`config.mk`:
```
export PLATFORM = sky130hd
export DESIGN_NAME = two_wire_display_serial_writer
export DESIGN_NICKNAME = d
export VERILOG_FILES = /design/src/sv/tdsw_pkg.sv /design/src/sv/tdsw_front.sv /design/src/sv/tdsw_back.sv /design/src/sv/two_wire_display_serial_writer.sv
export SDC_FILE = /design/constraint.sdc
export NUM_CORES = 1
export LEC_CHECK = 0
export BUFFER_PORTS_ARGS = -buffer_cell sky130_fd_sc_hd__buf_2
export CAP_MARGIN = 20
export CORE_ASPECT_RATIO = 0.75
export CORE_MARGIN = 5
export CORE_UTILIZATION = 35
export CTS_CLUSTER_SIZE = 24
export DETAILED_ROUTE_END_ITERATION = 16
export GPL_TIMING_DRIVEN = 0
export SYNTH_ARGS = -nofsm -noshare
export SYNTH_HDL_FRONTEND = slang
export SYNTH_HIERARCHICAL = 1
export SYNTH_SLANG_ARGS = --single-unit
```
`constraint.sdc`:
```
create_clock -name clk -period 2.5 [get_ports clk]
set_input_delay 0.25 -clock clk [delete_from_list [all_inputs] [get_ports clk]]
set_output_delay 0.25 -clock clk [all_outputs]
set_load 0.01 [all_outputs]
```
`src/sv/tdsw_pkg.sv`:
```
// Shared types and constants for the two-wire display serial writer.
package tdsw_pkg;

  localparam int BITS_PER_BYTE = 8;
  localparam int BIT_IDX_W     = $clog2(BITS_PER_BYTE);
  localparam int QUEUE_DEPTH   = 2;

  localparam logic [7:0] CMD_DATA_SET   = 8'h40;
  localparam logic [7:0] CMD_ADDR_SET   = 8'h80;
  localparam logic [7:0] CMD_DISPLAY_ON = 8'h88;

  localparam logic REQ_CMD  = 1'b0;
  localparam logic REQ_DATA = 1'b1;

  typedef struct packed {
    logic       req_type;
    logic [7:0] byte_value;
    logic       last_byte;
  } in_item_t;

  typedef struct packed {
    logic clk_level;
    logic dio_level;
    logic item_done;
  } out_item_t;

  // Classified byte job handed from front to back
  typedef struct packed {
    logic       has_start;
    logic       has_stop;
    logic [7:0] byte_value;
  } job_t;

  typedef enum logic [1:0] {
    PH_START,
    PH_BITS,
    PH_ACK,
    PH_STOP
  } phase_t;

endpackage

```
`src/sv/tdsw_front.sv`:
```
// Front end: accepts input items, classifies them and queues byte jobs.
module tdsw_front (
  input  logic              clk,
  input  logic              rst_n,
  input  logic              in_valid,
  output logic              in_ready,
  input  tdsw_pkg::in_item_t in_data,
  output logic              job_valid,
  output tdsw_pkg::job_t    job,
  input  logic              job_pop
);
  import tdsw_pkg::*;

  localparam int PTR_W = $clog2(QUEUE_DEPTH);
  localparam int CNT_W = $clog2(QUEUE_DEPTH + 1);

  job_t             q_mem [QUEUE_DEPTH];
  logic [PTR_W-1:0] wr_ptr_r, wr_ptr_nxt;
  logic [PTR_W-1:0] rd_ptr_r, rd_ptr_nxt;
  logic [CNT_W-1:0] count_r, count_nxt;
  logic             push;
  job_t             new_job;

  always_comb begin
    new_job.has_start  = (in_data.req_type == REQ_CMD);
    new_job.byte_value = in_data.byte_value;
    if (in_data.req_type == REQ_CMD) begin
      new_job.has_stop = (in_data.byte_value == CMD_DATA_SET) ||
                         (in_data.byte_value == CMD_ADDR_SET) ||
                         (in_data.byte_value == CMD_DISPLAY_ON);
    end else begin
      new_job.has_stop = in_data.last_byte;
    end
  end

  assign in_ready  = (count_r != CNT_W'(QUEUE_DEPTH));
  assign push      = in_valid && in_ready;
  assign job_valid = (count_r != '0);
  assign job       = q_mem[rd_ptr_r];

  always_comb begin
    wr_ptr_nxt = wr_ptr_r;
    rd_ptr_nxt = rd_ptr_r;
    count_nxt  = count_r;
    if (push) begin
      wr_ptr_nxt = (wr_ptr_r == PTR_W'(QUEUE_DEPTH - 1)) ? '0 : wr_ptr_r + 1'b1;
    end
    if (job_pop) begin
      rd_ptr_nxt = (rd_ptr_r == PTR_W'(QUEUE_DEPTH - 1)) ? '0 : rd_ptr_r + 1'b1;
    end
    if (push && !job_pop) begin
      count_nxt = count_r + 1'b1;
    end else if (!push && job_pop) begin
      count_nxt = count_r - 1'b1;
    end
  end

  always_ff @(posedge clk) begin
    if (!rst_n) begin
      wr_ptr_r <= '0;
      rd_ptr_r <= '0;
      count_r  <= '0;
    end else begin
      wr_ptr_r <= wr_ptr_nxt;
      rd_ptr_r <= rd_ptr_nxt;
      count_r  <= count_nxt;
    end
  end

  always_ff @(posedge clk) begin
    if (push) begin
      q_mem[wr_ptr_r] <= new_job;
    end
  end

endmodule

```
`src/sv/tdsw_back.sv`:
```
// Back end: sequences pin writes for each byte job into the output register.
module tdsw_back (
  input  logic               clk,
  input  logic               rst_n,
  input  logic               job_valid,
  input  tdsw_pkg::job_t     job,
  output logic               job_pop,
  output logic               out_valid,
  input  logic               out_ready,
  output tdsw_pkg::out_item_t out_data
);
  import tdsw_pkg::*;

  logic                 busy_r, busy_nxt;
  phase_t               phase_r, phase_nxt;
  logic [1:0]           sub_r, sub_nxt;
  logic [BIT_IDX_W-1:0] bit_r, bit_nxt;
  job_t                 cur_r, cur_nxt;
  logic                 clk_pin_r, clk_pin_nxt;
  logic                 dio_pin_r, dio_pin_nxt;
  logic                 out_valid_r, out_valid_nxt;
  out_item_t            out_data_r, out_data_nxt;

  logic                 slot_free;
  logic                 emit;
  logic                 last_write;

  assign slot_free = !out_valid_r || out_ready;
  assign emit      = busy_r && slot_free;

  always_comb begin
    busy_nxt      = busy_r;
    phase_nxt     = phase_r;
    sub_nxt       = sub_r;
    bit_nxt       = bit_r;
    cur_nxt       = cur_r;
    clk_pin_nxt   = clk_pin_r;
    dio_pin_nxt   = dio_pin_r;
    out_valid_nxt = out_valid_r && !out_ready;
    out_data_nxt  = out_data_r;
    last_write    = 1'b0;
    job_pop       = 1'b0;

    if (emit) begin
      // Pin write and position advance for the current step
      unique case (phase_r)
        PH_START: begin
          unique case (sub_r)
            2'd0:    clk_pin_nxt = 1'b1;
            2'd1:    dio_pin_nxt = 1'b1;
            2'd2:    dio_pin_nxt = 1'b0;
            default: clk_pin_nxt = 1'b0;
          endcase
          if (sub_r == 2'd3) begin
            phase_nxt = PH_BITS;
            sub_nxt   = '0;
            bit_nxt   = '0;
          end else begin
            sub_nxt = sub_r + 1'b1;
          end
        end
        PH_BITS: begin
          unique case (sub_r)
            2'd0:    clk_pin_nxt = 1'b0;
            2'd1:    dio_pin_nxt = cur_r.byte_value[bit_r];
            default: clk_pin_nxt = 1'b1;
          endcase
          if (sub_r == 2'd2) begin
            sub_nxt = '0;
            if (bit_r == BIT_IDX_W'(BITS_PER_BYTE - 1)) begin
              phase_nxt = PH_ACK;
            end else begin
              bit_nxt = bit_r + 1'b1;
            end
          end else begin
            sub_nxt = sub_r + 1'b1;
          end
        end
        PH_ACK: begin
          clk_pin_nxt = sub_r[0];
          if (sub_r[0]) begin
            sub_nxt = '0;
            if (cur_r.has_stop) begin
              phase_nxt = PH_STOP;
            end else begin
              last_write = 1'b1;
            end
          end else begin
            sub_nxt = sub_r + 1'b1;
          end
        end
        default: begin
          unique case (sub_r)
            2'd0:    clk_pin_nxt = 1'b0;
            2'd1:    dio_pin_nxt = 1'b0;
            2'd2:    clk_pin_nxt = 1'b1;
            default: dio_pin_nxt = 1'b1;
          endcase
          if (sub_r == 2'd3) begin
            last_write = 1'b1;
          end else begin
            sub_nxt = sub_r + 1'b1;
          end
        end
      endcase

      out_valid_nxt          = 1'b1;
      out_data_nxt.clk_level = clk_pin_nxt;
      out_data_nxt.dio_level = dio_pin_nxt;
      out_data_nxt.item_done = last_write;
    end

    // Load the next job when idle or right after the final write
    if (!busy_r || last_write) begin
      busy_nxt = job_valid;
      if (job_valid) begin
        job_pop   = 1'b1;
        cur_nxt   = job;
        phase_nxt = job.has_start ? PH_START : PH_BITS;
        sub_nxt   = '0;
        bit_nxt   = '0;
      end
    end
  end

  always_ff @(posedge clk) begin
    if (!rst_n) begin
      busy_r      <= 1'b0;
      phase_r     <= PH_START;
      sub_r       <= '0;
      bit_r       <= '0;
      clk_pin_r   <= 1'b0;
      dio_pin_r   <= 1'b0;
      out_valid_r <= 1'b0;
    end else begin
      busy_r      <= busy_nxt;
      phase_r     <= phase_nxt;
      sub_r       <= sub_nxt;
      bit_r       <= bit_nxt;
      clk_pin_r   <= clk_pin_nxt;
      dio_pin_r   <= dio_pin_nxt;
      out_valid_r <= out_valid_nxt;
    end
  end

  always_ff @(posedge clk) begin
    cur_r      <= cur_nxt;
    out_data_r <= out_data_nxt;
  end

  assign out_valid = out_valid_r;
  assign out_data  = out_data_r;

endmodule

```
`src/sv/two_wire_display_serial_writer.sv`:
```
// Top level of the two-wire display serial writer: front queue plus pin sequencer.
// Each accepted byte turns into a run of pin writes, one result per write, at up to one
// write per cycle while out_ready holds: a command makes 30 writes (34 when it is 0x40,
// 0x80 or 0x88), a data byte 26 (30 when marked last). The pin sequencer in the back end
// sets this rate; a two-entry job queue in front keeps taking bytes while it works, so
// back-to-back bytes follow with no gap, and a byte at an idle block is queued, then loaded.
module two_wire_display_serial_writer (
  input  logic                clk,
  input  logic                rst_n,
  input  logic                in_valid,
  output logic                in_ready,
  input  tdsw_pkg::in_item_t  in_data,
  output logic                out_valid,
  input  logic                out_ready,
  output tdsw_pkg::out_item_t out_data
);
  import tdsw_pkg::*;

  logic job_valid;
  logic job_pop;
  job_t job;

  tdsw_front u_front (
    .clk       (clk),
    .rst_n     (rst_n),
    .in_valid  (in_valid),
    .in_ready  (in_ready),
    .in_data   (in_data),
    .job_valid (job_valid),
    .job       (job),
    .job_pop   (job_pop)
  );

  tdsw_back u_back (
    .clk       (clk),
    .rst_n     (rst_n),
    .job_valid (job_valid),
    .job       (job),
    .job_pop   (job_pop),
    .out_valid (out_valid),
    .out_ready (out_ready),
    .out_data  (out_data)
  );

`ifndef NO_ASSERTIONS
  a_pop_needs_job: assert property (@(posedge clk) disable iff (!rst_n)
    job_pop |-> job_valid)
    else $error("job popped from empty queue");

  a_full_not_empty: assert property (@(posedge clk) disable iff (!rst_n)
    !in_ready |-> job_valid)
    else $error("input stalled while queue is empty");

  a_done_clk_high: assert property (@(posedge clk) disable iff (!rst_n)
    (out_valid && out_data.item_done) |-> out_data.clk_level)
    else $error("byte finished with clock low");
`endif

endmodule
```
==> flow_summary.toml <==
[run_status]
outcome = "finished clean"

[placement]
numPortBuffers = 18
dpl_worst_slack_ns = -0.257
dp.cells = 289
post-dp-hpwl_um = 3040
globalplace.congestion = 0.843

[power_and_ir_drop]
p_comb_share_pct = 31.2
clkPwrFrac_pct = 20.9
seqPwrFrac_pct = 47.8
internal_power_uw = 1590
p_per_area_nw_per_um2 = 892
irDropWorstVdd_uv = 465
p_sw_uw = 741
power.leakage_uw = 0.000969
power.share.switching_pct = 31.8

[global_route]
antenna_found_initial = 0
grt_pass1_vias = 1501
grt.overflow.total = 0
track_usage_pct = 11.3
grt_pass1_wl_um = 7120
grt_max_degree = 16

[die]
die_area_um2 = 8220
fp.dieH_um = 79.8
die_w_um = 103
fp-row-count = 25
ios = 19
start_util_pct = 35.9
core_um2 = 6320

[final_layout]
multi_input_area_um2 = 938
regArea_um2 = 1280
syn_to_final_growth_pct = 14.8
final_nets = 241
fillers = 626
diodes = 0
drive_gt1_share_pct = 26.0
stdcell_count = 300
post-route-util_pct = 41.3

[synth]
syn_area_per_cell_um2 = 12.0
synth_area_leader_cell = "edfxtp_1"
synth_area_leaders = "edfxtp_1 (42%), dfxtp_1 (14%), mux2_2 (6.4%)"
yosysSeqAreaShare_pct = 56.4
synth_fp_nets = 213
yosys_most_used_dff = "edfxtp_1"
syn_inst = 190
ys_warn_count = 6
synth_edf_count = 32
yosysUniqueCellTypes = 45
synthesis.area_um2 = 2270
synth-seq-cells = 48
ys_async_sr_fraction_pct = 0
yosysTopAreaCellShare_pct = 42.3

[timing]
hold_viol = 0
fin_crit_ns = 2.38
period_share_pct = 95.2
worst_slack_ns = 0.119
maxClockFrequency_mhz = 420
slew_headroom_pct = 66.2
tightest_slew_ns = 0.507
slew_violations = 0
timing.setup.tns_ns = 0
final-setup-viol-count = 0
fin_skew_ns = 0.0123

[clocking]
cts_tree = "built"
cts.sinks = 48
cts_made_buffers = 5
htreeDepth = 2
cts_max_path_buffers = 2
cts-root-buf = "clkbuf_8"
clkTransAtPathRegs_ns = 0.09
clk_latency_ns = 0.30

[drt]
drt.antenna.violating_nets = 0
vias = 1537
post_drt_wl_per_cell_um = 14.3
route.detailed.drc = 0
drt_wl_total_um = 4280
drt_iter0_markers = 82
dr.pass1.iters = 4
vias_per_cell = 5.12

[worst_setup_path]
path_class = "register to register"
setup.worst_path.end_class = "register"
required_ns = 2.74
worst_ep_arrival_time_ns = 2.62
crit_fanout = 8
start_kind = "register"
r2r_cells = 9

[run]
drv_cap = 0

[worst_hold_path]
min_path_cells = 1
min_path_type = "input pin to register"
## cells in the mapped netlist, drive strengths merged (2+ instances only)
library cell and number:
buf 4, a211oi 2, and2 2, nor2 8
edfxtp 32, a21o 2, mux2 13, mux2i 4
dfxtp 16, a21boi 7, ha 9, nor3 3
xor2 2, o31ai 2, nand2 14, o22ai 2
inv 11, nor2b 9, a21oi 11, o21ai 10
nand2b 4, and3 2
## layout make-up
| type | count | area share (%) |
|---|---|---|
| timing repair buffer | 21 | 4.32 |
| clock buffer | 6 | 3.17 |
| clock inverter | 2 | 0.528 |
| tap | 81 | 3.89 |
| multi-input combinational | 126 | 36.0 |
| inverter | 11 | 1.73 |
| buffer | 5 | 1.15 |
| sequential | 48 | 49.2 |
## cells by family after synthesis
logic type	synth area share [%]
AO/OA/AOI/OAI	14.2
AND/OR/NAND/NOR	12.1
buffers and inverters	2.97
adder cells (fa/ha/maj)	4.96
flip-flops	56.4
multiplexers	8.21
XOR/XNOR	1.16
## path summary, 6_finish.rpt
path / from / endpoint / slack, ns
max: u_back/sub_r[0] / u_front/count_r[1] / 0.12
min: in_data[5] / u_front/q_mem[0][4] / 0.15
max reg2reg: u_back/sub_r[0] / u_front/count_r[1] / 0.12
min reg2reg: u_front/count_r[1] / u_front/count_r[1] / 0.51
## stage by stage
step / area (µm²) / hold slack [ns] / power [µW]
detailed placement: 2460 / 0.459 / 1800
global route: 2610 / 0.133 / 2480
CTS: 2570 / 0.141 / 2310
global placement: 2460 / 0.456 / 1790
finish: 2610 / 0.153 / 2330
floorplan: 2270 / 0.349 / 1620
## power by group through the flow
stage / Combinational, µW / Sequential [µW] / Clock, µW
CTS: 696 / 1110 / 507
global route: 813 / 1130 / 532
global placement: 667 / 1120 / 0
finish: 727 / 1110 / 487
floorplan: 502 / 1120 / 0
detailed placement: 676 / 1130 / 0
## timing repair
item                                    4_1_cts  5_1_grt
hold buffers                                  0        0
gates resized for setup                       1        6
hold endpoints to repair                      0        0
buffers inserted                              1        2
pin swaps                                     0        2
cloned                                        0        0
endpoints found under the setup margin        1        1
## registers in the layout, indices dropped and copies added (netlist names), 2 cells and up, named ones only
register / flops
u_front/count_r: 2
u_back/cur_r: 9
u_back/bit_r: 3
u_back/sub_r: 2
u_back/out_data: 3
u_back/phase_r: 2
u_front/q_mem: 20
## per-layer routing
layer / vias up / GRT usage (%) / routed length (µm) / share of wire [%]
li1: 753 / - / - / -
met3: 4 / 3.58 / 251 / 5.9
met1: 745 / 15.5 / 2090 / 49
met2: 35 / 16.9 / 1890 / 44
met5: - / 0 / 0 / 0
met4: 0 / 3.49 / 42 / 0.98
## critical path: stages (launching register included)
cell and delay [ns]:
dfxtp_2 0.37, buf_6 0.14, or3b_4 0.40, a221oi_4 0.29
nand2_2 0.13, clkinvlp_4 0.10, inv_1 0.04, ha_1 0.32
or3_1 0.38, a21oi_1 0.14
## layout by cell type, fill, tap and decap left out, drive strengths merged, types with 2 or more instances in the layout
| master | n |
|---|---|
| clkbuf | 7 |
| a21o | 2 |
| nor3 | 3 |
| nand2 | 14 |
| dfxtp | 16 |
| clkinvlp | 2 |
| a211oi | 2 |
| a21oi | 11 |
| ha | 9 |
| buf | 25 |
| mux2i | 4 |
| edfxtp | 32 |
| o31ai | 2 |
| xor2 | 2 |
| o22ai | 2 |
| and2 | 2 |
| nand2b | 4 |
| mux2 | 13 |
| nor2 | 8 |
| and3 | 2 |
| a21boi | 7 |
| o21ai | 10 |
| nor2b | 9 |
| inv | 11 |
Power figures use the tool's default switching activity.
